File: src/hw/rtl/a51_pkg.sv
// shared types and constants for the a5/1 keystream cipher
package a51_pkg;

    localparam int LFSR_ONE_W   = 19;
    localparam int LFSR_TWO_W   = 22;
    localparam int LFSR_THREE_W = 23;

    localparam int KEY_BITS     = 64;
    localparam int FRAME_BITS   = 22;
    localparam int WARMUP_STEPS = 100;
    localparam int BYTE_STEPS   = 8;
    localparam int LOAD_BITS    = KEY_BITS + FRAME_BITS;

    localparam int CNT_W        = 7;
    localparam int CFG_IDX_W    = 2;
    localparam int CFG_DATA_W   = KEY_BITS;
    localparam int DATA_W       = 8;

    typedef enum logic [CFG_IDX_W-1:0] {
        CFG_CIPHER_KEY   = 2'd0,
        CFG_FRAME_NUMBER = 2'd1
    } cfg_index_t;

    // datapath commands from the controller
    typedef struct packed {
        logic capture;   // latch data byte
        logic clear;     // clear lfsrs, load key and frame into load shifter
        logic forced;    // forced clocking with one load bit
        logic majority;  // majority clocked step, output discarded
        logic collect;   // majority clocked step, keystream bit kept
        logic emit;      // load output register
    } dp_cmd_t;

endpackage

File: src/hw/rtl/a51_stream_if.sv
// valid/ready channels for input and result words
interface a51_in_if;
    logic                          valid;
    logic                          ready;
    logic                          start_message;
    logic [a51_pkg::DATA_W-1:0]    data_byte;

    modport source (output valid, output start_message, output data_byte, input ready);
    modport sink   (input valid, input start_message, input data_byte, output ready);
endinterface

interface a51_out_if;
    logic                          valid;
    logic                          ready;
    logic [a51_pkg::DATA_W-1:0]    out_byte;

    modport source (output valid, output out_byte, input ready);
    modport sink   (input valid, input out_byte, output ready);
endinterface

File: src/hw/rtl/a51_datapath.sv
// lfsr datapath: three registers, key/frame load shifter, keystream byte and output register
module a51_datapath (
    input  logic                            clk,
    input  logic                            rst_n,
    input  a51_pkg::dp_cmd_t                cmd,
    input  logic [a51_pkg::DATA_W-1:0]      data_byte,
    input  logic                            cfg_we,
    input  logic [a51_pkg::CFG_IDX_W-1:0]   cfg_index,
    input  logic [a51_pkg::CFG_DATA_W-1:0]  cfg_data,
    output logic [a51_pkg::DATA_W-1:0]      out_byte
);

    logic [a51_pkg::KEY_BITS-1:0]     key_reg;
    logic [a51_pkg::FRAME_BITS-1:0]   frame_reg;
    logic [a51_pkg::LOAD_BITS-1:0]    load_sr_reg;
    logic [a51_pkg::LFSR_ONE_W-1:0]   r1_reg, r1_next, r1_shift;
    logic [a51_pkg::LFSR_TWO_W-1:0]   r2_reg, r2_next, r2_shift;
    logic [a51_pkg::LFSR_THREE_W-1:0] r3_reg, r3_next, r3_shift;
    logic [a51_pkg::DATA_W-1:0]       data_reg;
    logic [a51_pkg::DATA_W-1:0]       ks_reg;
    logic [a51_pkg::DATA_W-1:0]       out_reg;
    logic                             c1, c2, c3, maj, ks_bit, load_bit;

    assign r1_shift = {r1_reg[17:0], r1_reg[18] ^ r1_reg[17] ^ r1_reg[16] ^ r1_reg[13]};
    assign r2_shift = {r2_reg[20:0], r2_reg[21] ^ r2_reg[20]};
    assign r3_shift = {r3_reg[21:0], r3_reg[22] ^ r3_reg[21] ^ r3_reg[20] ^ r3_reg[7]};

    assign c1       = r1_reg[8];
    assign c2       = r2_reg[10];
    assign c3       = r3_reg[10];
    assign maj      = (c1 & c2) | (c2 & c3) | (c1 & c3);
    assign load_bit = load_sr_reg[0];

    always_comb
    begin
        r1_next = r1_reg;
        r2_next = r2_reg;
        r3_next = r3_reg;
        if (cmd.clear)
        begin
            r1_next = '0;
            r2_next = '0;
            r3_next = '0;
        end
        else if (cmd.forced)
        begin
            r1_next = {r1_shift[a51_pkg::LFSR_ONE_W-1:1], r1_shift[0] ^ load_bit};
            r2_next = {r2_shift[a51_pkg::LFSR_TWO_W-1:1], r2_shift[0] ^ load_bit};
            r3_next = {r3_shift[a51_pkg::LFSR_THREE_W-1:1], r3_shift[0] ^ load_bit};
        end
        else if (cmd.majority || cmd.collect)
        begin
            if (c1 == maj)
            begin
                r1_next = r1_shift;
            end
            if (c2 == maj)
            begin
                r2_next = r2_shift;
            end
            if (c3 == maj)
            begin
                r3_next = r3_shift;
            end
        end
    end

    // keystream bit is taken after the step
    assign ks_bit = r1_next[a51_pkg::LFSR_ONE_W-1] ^ r2_next[a51_pkg::LFSR_TWO_W-1]
                  ^ r3_next[a51_pkg::LFSR_THREE_W-1];

    always_ff @(posedge clk or negedge rst_n)
    begin
        if (!rst_n)
        begin
            key_reg   <= '0;
            frame_reg <= '0;
            r1_reg    <= '0;
            r2_reg    <= '0;
            r3_reg    <= '0;
        end
        else
        begin
            if (cfg_we && (cfg_index == a51_pkg::CFG_CIPHER_KEY))
            begin
                key_reg <= cfg_data;
            end
            if (cfg_we && (cfg_index == a51_pkg::CFG_FRAME_NUMBER))
            begin
                frame_reg <= cfg_data[a51_pkg::FRAME_BITS-1:0];
            end
            r1_reg <= r1_next;
            r2_reg <= r2_next;
            r3_reg <= r3_next;
        end
    end

    always_ff @(posedge clk)
    begin
        if (cmd.clear)
        begin
            load_sr_reg <= {frame_reg, key_reg};
        end
        else if (cmd.forced)
        begin
            load_sr_reg <= {1'b0, load_sr_reg[a51_pkg::LOAD_BITS-1:1]};
        end
        if (cmd.capture)
        begin
            data_reg <= data_byte;
        end
        // first keystream bit ends up in the lsb
        if (cmd.collect)
        begin
            ks_reg <= {ks_bit, ks_reg[a51_pkg::DATA_W-1:1]};
        end
        if (cmd.emit)
        begin
            out_reg <= data_reg ^ ks_reg;
        end
    end

    assign out_byte = out_reg;

endmodule

File: src/hw/rtl/a51_controller.sv
// sequencer for key/frame load, warm-up and per-byte keystream steps
module a51_controller (
    input  logic              clk,
    input  logic              rst_n,
    input  logic              in_valid,
    input  logic              in_start,
    output logic              in_ready,
    output logic              out_valid,
    input  logic              out_ready,
    output a51_pkg::dp_cmd_t  cmd
);

    typedef enum logic [2:0] {
        S_IDLE,
        S_LOAD,
        S_WARM,
        S_BYTE,
        S_DONE
    } state_t;

    state_t                     state_reg;
    logic [a51_pkg::CNT_W-1:0]  cnt_reg;
    logic                       out_valid_reg;
    logic                       in_acc, slot_free;

    assign in_ready  = (state_reg == S_IDLE);
    assign in_acc    = in_valid && in_ready;
    assign slot_free = !out_valid_reg || out_ready;
    assign out_valid = out_valid_reg;

    always_comb
    begin
        cmd          = '0;
        cmd.capture  = in_acc;
        cmd.clear    = in_acc && in_start;
        cmd.forced   = (state_reg == S_LOAD);
        cmd.majority = (state_reg == S_WARM);
        cmd.collect  = (state_reg == S_BYTE);
        cmd.emit     = (state_reg == S_DONE) && slot_free;
    end

    always_ff @(posedge clk or negedge rst_n)
    begin
        if (!rst_n)
        begin
            state_reg     <= S_IDLE;
            cnt_reg       <= '0;
            out_valid_reg <= 1'b0;
        end
        else
        begin
            if (out_valid_reg && out_ready)
            begin
                out_valid_reg <= 1'b0;
            end
            unique case (state_reg)
                S_IDLE:
                begin
                    cnt_reg <= '0;
                    if (in_acc)
                    begin
                        state_reg <= in_start ? S_LOAD : S_BYTE;
                    end
                end
                S_LOAD:
                begin
                    if (cnt_reg == a51_pkg::CNT_W'(a51_pkg::LOAD_BITS - 1))
                    begin
                        cnt_reg   <= '0;
                        state_reg <= S_WARM;
                    end
                    else
                    begin
                        cnt_reg <= cnt_reg + 1'b1;
                    end
                end
                S_WARM:
                begin
                    if (cnt_reg == a51_pkg::CNT_W'(a51_pkg::WARMUP_STEPS - 1))
                    begin
                        cnt_reg   <= '0;
                        state_reg <= S_BYTE;
                    end
                    else
                    begin
                        cnt_reg <= cnt_reg + 1'b1;
                    end
                end
                S_BYTE:
                begin
                    if (cnt_reg == a51_pkg::CNT_W'(a51_pkg::BYTE_STEPS - 1))
                    begin
                        cnt_reg   <= '0;
                        state_reg <= S_DONE;
                    end
                    else
                    begin
                        cnt_reg <= cnt_reg + 1'b1;
                    end
                end
                S_DONE:
                begin
                    if (slot_free)
                    begin
                        out_valid_reg <= 1'b1;
                        state_reg     <= S_IDLE;
                    end
                end
                default:
                begin
                    state_reg <= S_IDLE;
                end
            endcase
        end
    end

    a_start_loads: assert property (@(posedge clk) disable iff (!rst_n)
        in_acc && in_start |=> state_reg == S_LOAD)
        else $error("start word did not enter key load");

    a_plain_skips_init: assert property (@(posedge clk) disable iff (!rst_n)
        in_acc && !in_start |=> state_reg == S_BYTE && cnt_reg == '0)
        else $error("plain word did not go straight to byte steps");

    a_warm_bound: assert property (@(posedge clk) disable iff (!rst_n)
        state_reg == S_WARM |-> cnt_reg < a51_pkg::CNT_W'(a51_pkg::WARMUP_STEPS))
        else $error("warm-up counter out of range");

    a_valid_from_done: assert property (@(posedge clk) disable iff (!rst_n)
        $rose(out_valid_reg) |-> $past(state_reg == S_DONE))
        else $error("result word raised outside done state");

    a_no_overwrite: assert property (@(posedge clk) disable iff (!rst_n)
        cmd.emit |-> !out_valid_reg || out_ready)
        else $error("output register overwritten while full");

endmodule

File: src/hw/rtl/a51_keystream_cipher_top.sv
// a5/1 keystream cipher top level: one byte in, one byte out
// a plain word runs the byte steps and the done state; a start word first runs
// 86 forced load steps and 100 warm-up steps; words are taken only in idle
// one lfsr step per cycle in the shared registers during load, warm-up and byte steps
// reset: lfsrs, key and frame number clear to zero; no result pending
module a51_keystream_cipher_top (
    input  logic                            clk,
    input  logic                            rst_n,
    a51_in_if.sink                          in_ch,
    a51_out_if.source                       out_ch,
    input  logic                            cfg_we,
    input  logic [a51_pkg::CFG_IDX_W-1:0]   cfg_index,
    input  logic [a51_pkg::CFG_DATA_W-1:0]  cfg_data
);

    a51_pkg::dp_cmd_t cmd;

    a51_controller u_ctrl (
        .clk       (clk),
        .rst_n     (rst_n),
        .in_valid  (in_ch.valid),
        .in_start  (in_ch.start_message),
        .in_ready  (in_ch.ready),
        .out_valid (out_ch.valid),
        .out_ready (out_ch.ready),
        .cmd       (cmd)
    );

    a51_datapath u_dp (
        .clk       (clk),
        .rst_n     (rst_n),
        .cmd       (cmd),
        .data_byte (in_ch.data_byte),
        .cfg_we    (cfg_we),
        .cfg_index (cfg_index),
        .cfg_data  (cfg_data),
        .out_byte  (out_ch.out_byte)
    );

endmodule
File: src/flat_wrapper.sv
// flat-port wrapper written by rule: the top's interface ports become plain ports
module a51_keystream_cipher_top_flat 
  (clk, rst_n, cfg_we, cfg_index, cfg_data, in_ch_valid, in_ch_start_message, in_ch_data_byte, in_ch_ready, out_ch_valid, out_ch_out_byte, out_ch_ready);
  a51_in_if in_ch_i ();
  a51_out_if out_ch_i ();
  input  logic clk;
  input  logic rst_n;
  input  logic cfg_we;
  input  logic [a51_pkg::CFG_IDX_W-1:0] cfg_index;
  input  logic [a51_pkg::CFG_DATA_W-1:0] cfg_data;
  input wire logic [$bits(in_ch_i.valid)-1:0] in_ch_valid;
  input wire logic [$bits(in_ch_i.start_message)-1:0] in_ch_start_message;
  input wire logic [$bits(in_ch_i.data_byte)-1:0] in_ch_data_byte;
  output wire logic [$bits(in_ch_i.ready)-1:0] in_ch_ready;
  output wire logic [$bits(out_ch_i.valid)-1:0] out_ch_valid;
  output wire logic [$bits(out_ch_i.out_byte)-1:0] out_ch_out_byte;
  input wire logic [$bits(out_ch_i.ready)-1:0] out_ch_ready;
  assign in_ch_i.valid = in_ch_valid;
  assign in_ch_i.start_message = in_ch_start_message;
  assign in_ch_i.data_byte = in_ch_data_byte;
  assign in_ch_ready = in_ch_i.ready;
  assign out_ch_valid = out_ch_i.valid;
  assign out_ch_out_byte = out_ch_i.out_byte;
  assign out_ch_i.ready = out_ch_ready;
  a51_keystream_cipher_top u_core (.clk(clk), .rst_n(rst_n), .in_ch(in_ch_i), .out_ch(out_ch_i), .cfg_we(cfg_we), .cfg_index(cfg_index), .cfg_data(cfg_data));
endmodule
File: config.mk
export PLATFORM = sky130hd
export DESIGN_NAME = a51_keystream_cipher_top_flat
export DESIGN_NICKNAME = d
export VERILOG_FILES = /design/src/hw/rtl/a51_pkg.sv /design/src/hw/rtl/a51_stream_if.sv /design/src/hw/rtl/a51_datapath.sv /design/src/hw/rtl/a51_controller.sv /design/src/hw/rtl/a51_keystream_cipher_top.sv /design/src/flat_wrapper.sv
export SDC_FILE = /design/constraint.sdc
export NUM_CORES = 1
export LEC_CHECK = 0
export BUFFER_PORTS_ARGS = -buffer_cell sky130_fd_sc_hd__buf_4
export CORE_MARGIN = 2
export CORE_UTILIZATION = 64
export CTS_CLUSTER_SIZE = 12
export DETAILED_ROUTE_END_ITERATION = 6
export PLACE_DENSITY = 0.84
export RECOVER_POWER = 100
export SETUP_SLACK_MARGIN = 0.5
export SYNTH_ARGS = -nofsm -noshare
export SYNTH_HDL_FRONTEND = slang
export SYNTH_HIERARCHICAL = 1
export SYNTH_SLANG_ARGS = --single-unit
File: constraint.sdc
create_clock -name clk -period 4.3 [get_ports clk]
set_input_delay 0.645 -clock clk [delete_from_list [all_inputs] [get_ports clk]]
set_output_delay 0.645 -clock clk [all_outputs]
set_load 0.01 [all_outputs]
; After elaboration in Yosys (flattened, before gate mapping)
; Cells that the tools add are included.
[classes]
bitwise_logic = 18
muxes = 28
magnitude_cmp = 0
n_reduce_logical = 21
multipliers = 0
div_mod_pow = 0
n_eq_ne = 16
add_sub_neg = 1
shift = 0
[op_table]
columns = op, count
row1 = $mux W86, 2
row2 = $mux W23, 4
row3 = $mux W22, 4
row4 = $mux W19, 4
row5 = $pmux W7 S4, 1
row6 = $mux W7, 3
row7 = $mux W3, 5
row8 = $pmux W3 S5, 1
row9 = $eq A7 B7 Y1 const B, 2
row10 = $reduce_bool A3 Y1, 4
row11 = $xor A1 B1 Y1, 12
row12 = $xor A8 B8 Y8, 1
row13 = $add A7 B1 Y7 const B, 1
row14 = $eq A7 B3 Y1 const B, 1
row15 = $eq A3 B2 Y1 const B, 2
row16 = $logic_and A1 B1 Y1, 6
row17 = $ne A2 B1 Y1 const B, 3
row18 = $reduce_and A2 Y1, 3
row19 = $reduce_and A5 Y1, 1
row20 = $ne A2 B2 Y1 const B, 2
row21 = $reduce_bool A4 Y1, 1
row22 = $and A1 B1 Y1, 3
row23 = $eq A1 B1 Y1, 3
row24 = $eq A3 B1 Y1 const B, 1
row25 = 10 further kinds, 14
[word_totals]
output_inout_bits = 10
romBits = 0
ramBits = 0
inputBits = 80
latch_bits = 0
memories = 0
elab_cells = 99
reg_bits = 271

; Logic depth before layout (Yosys ltp)
[logic_depth]
ltp_word = 10
mapped_depth = 8
depth_no_buf = 6

; Cells and area by module
; The synthesis kept the hierarchy.
[by_module_without_submodules]
columns = module, seq_area_each_um2, cells_each, area_each_um2, instances
row1 = a51_datapath, 7056.8, 624, 10206.0, 1
row2 = a51_controller, 275.3, 81, 713.2, 1

; Worst setup path after synthesis
; No wires, ideal clock.
[synth_path]
path_type = register -> register
startpoint = reg u_core.u_ctrl.state_reg[1]
endpoint = reg u_core/u_dp/ks_reg[7] (netlist name) (data pin)
stages_incl_launch_ff = 9
t_arrival_ps = 2659
required_ps = 4031
synth_period_minus_slack_ps = 2928
slack_ps = 1372
path_buffers = 2
setup_ps = 269
cell_sequence = dfrtp_1 -> clkbuf_2 -> nor3_1 -> and3_1 -> buf_2 -> or2_4 -> nor2_8 -> a22o_4 -> xor3_1
[synth_rtl]
columns = item, line_no
row1 = "start, declared", a51_controller.sv:21  ; state_t state_reg;
row2 = "start signal, assigned", a51_controller.sv:62  ; state_reg <= in_start ? S_LOAD : S_BYTE;
row3 = "end signal, assigned", a51_datapath.sv:115  ; ks_reg <= {ks_bit, ks_reg[a51_pkg::DATA_W-1:1]};
row4 = "end, declared", a51_datapath.sv:20  ; logic [a51_pkg::DATA_W-1:0] ks_reg;

==> metrics.cfg <==
[synthesis]
ys.flop_type=dfrtp_1
post-synth-top-area-cell=dfrtp_1
synthMuxAreaShare=0.1783
syn_area_per_cell_um2=15.49
synth_top_family_by_area=multiplexers
synth_compound_area_frac=0.06279
yosysWarnings=6
synthArstFlopShare=0.5941
ys_types=49
synth_simple_gate_area_frac=0.04469
synth_edf_count=110
netlist_instances=705
ys_ff_latch=271
synthTopCellsByArea=dfrtp_1 37%, edfxtp_1 30%, mux2_2 18%
synthAdderAreaFrac=0.007792
synth_top_cell_area_share=0.3690
synth_xor_area_frac=0.01742
synth_nets=791
synth_area_um2=10920
synth.yosys.seq_area_share=0.6715

[worst_setup_path]
ff2ff_setup_slack_ns=0.63
reg2reg_from=u_core/u_ctrl/state_reg[2]$_DFFE_PN0P_
slowest_delay_ns=1.02
cp-start-kind=register
path_class=reg -> reg
cpLargestDelayFamily=buffers and inverters
path_cells=nor3_1 -> and3_4 -> buf_4 -> clkbuf_2 -> mux2_2
end_kind=register
crit_buf_inv=2
crit_required_ns=4.58
r2r-end=u_core/u_dp/load_sr_reg[68]$_DFFE_PP_
crit_slowest_cell=clkbuf_2
worstPathArrival_ns=3.95
reg2reg_depth=5
cp.depth=5
crit_path_max_fanout=52

[pwr]
leakage_nw=5.110
vdd_drop_max_v=0.0004409
powerDensity_nw_per_um2=669.8

[routing]
routedWlPerCell_um=19.08
ant_nets=0
routed_wl_um=19820
dr.pass1.iters=7
vias_per_cell=5.812
vias=6039
drc=0
drtIter0Drc=537

[global_route]
grt_pass1_vias=6476
grt_use_total=0.2203
grt_pass1_wl_um=32060
grt-ovfl-total=0
antenna_found_initial=0
grt_max_degree=91

[hold_path]
min_path_cells=1
worstHoldStart=in_ch_data_byte[2]
min_to=u_core/u_dp/data_reg[2]$_DFFE_PP_
hold_class=in -> reg

[timing]
finalSetupTns_ns=0
finalCritPeriodShare=0.8546
min_period_ns=3.675
fin_skew_ns=0.01177
fmax_mhz=272.1
drv_slew=218
hold_viol=0
setup_violations=0
rsz0062_at_grt=false
tightest_slew_ns=2.261
slew-limit-headroom=-0.5073

[clock_tree]
cts_root_buf=clkbuf_16
cts_max_level=1
cts_buffer_depth=3
cts_resized=0
clk_pin_slew_ns=0.06
cts_tree=done
postCtsSetupBuffers=0
cts_hold_repair.buffers=0
clk_latency_ns=0.54
clock_sinks=271
cts-buffers-inserted=28

[cells_and_area]
fillCellCount=989
synthToLayoutAreaGrowth_pct=14.87
antenna_cells=0
layout_common_cells=171 x mux2_2, 161 x dfrtp_1, 110 x edfxtp_1
layout_commonest_cell=mux2_2
nNetsFinal=883
largest_reg_flops=86
final_cell_area_um2=12540
layout-drive-gt1-share=0.3687

[place]
dp_hpwl_um=12240
placed_cell_area_um2=11780
gp_congestion=0.9054
io_buffers=89

[run]
drv_cap=3

[floorplanning]
start_util=0.6561
dieArea_um2=18120
num_rows=47
ios=90
die_h_um=134.6
core_area_um2=16640
die_x_um=134.6

[status]
status=finished with violations
violations=max-capacitance violations, max-slew violations

-- cells by family after synthesis --
| logic type | after synthesis |
|---|---|
| compound gates | 92 |
| xor+xnor | 20 |
| fa+ha+maj | 7 |
| buf+inv | 40 |
| flops | 271 |
| mux | 173 |
| simple gates | 102 |
-- layout make-up --
type,count,area (um^2),share of cell area
Clock buffer,47,802.0,0.06394
Inverter,3,11.26,0.0008978
Tap cell,220,275.3,0.02195
Timing Repair Buffer,99,696.9,0.05556
Clock inverter,5,42.54,0.003392
Sequential cell,271,7332,0.5845
Multi-Input combinational cell,394,3383,0.2697
-- where the power goes --
part | leakage (nW) | switching [mW] | internal, mW
clock network | 0.410 | 0.948 | 1.27
logic | 1.66 | 1.13 | 0.945
registers | 3.04 | 0.421 | 3.69
total | 5.11 | 2.50 | 5.90
-- cells in the mapped netlist (4+ instances only) --
cell type and instances:
nand3_1 6, mux2_2 172, a22o_1 37, nor2_1 13
xnor2_1 7, nor3_1 4, a21oi_1 27, dfrtp_1 161
nand2_1 58, clkbuf_1 5, edfxtp_1 110, o21ai_0 11
xor2_1 12, ha_1 6, buf_2 25
-- per-layer routing --
layer / global-route usage / vias up / routed length, um
met5: 0 / - / 0
met4: 0.06023 / 0 / 407
met3: 0.03716 / 38 / 773
met2: 0.3790 / 152 / 10200
met1: 0.2945 / 3074 / 8435
li1: - / 2775 / -
-- metrics by stage --
step / worst slack (ns) / hold WS (ns) / utilization / total power [mW] / cells
2_1_floorplan: 1.372 / 0.3494 / - / 5.644 / 705
3_3_place_gp: 1.253 / 0.4651 / 0.7081 / 6.036 / 987
3_5_place_dp: 1.106 / 0.4618 / 0.7081 / 6.215 / 987
4_1_cts: 1.106 / 0.2058 / 0.7588 / 8.465 / 1039
5_1_grt: 0.4767 / 0.3025 / 0.7537 / 8.813 / 1039
6_report: 0.6252 / 0.3184 / 0.7537 / 8.402 / 1039
-- worst max path at each step --
stage	start	endpoint
6_report	u_core/u_ctrl/state_reg[2]$_DFFE_PN0P_	u_core/u_dp/load_sr_reg[68]$_DFFE_PP_
4_1_cts	u_core/u_ctrl/state_reg[2]$_DFFE_PN0P_	u_core/u_dp/load_sr_reg[66]$_DFFE_PP_
5_1_grt	u_core/u_ctrl/state_reg[2]$_DFFE_PN0P_	u_core/u_dp/load_sr_reg[5]$_DFFE_PP_
3_3_place_gp	u_core/u_ctrl/state_reg[2]$_DFFE_PN0P_	u_core/u_dp/load_sr_reg[7]$_DFFE_PP_
3_5_place_dp	u_core/u_ctrl/state_reg[2]$_DFFE_PN0P_	u_core/u_dp/load_sr_reg[31]$_DFFE_PP_
2_1_floorplan	u_core/u_ctrl/state_reg[1]$_DFFE_PN0P_	u_core/u_dp/ks_reg[7]$_DFFE_PP_
No activity file was read; power rests on OpenSTA's default activity.
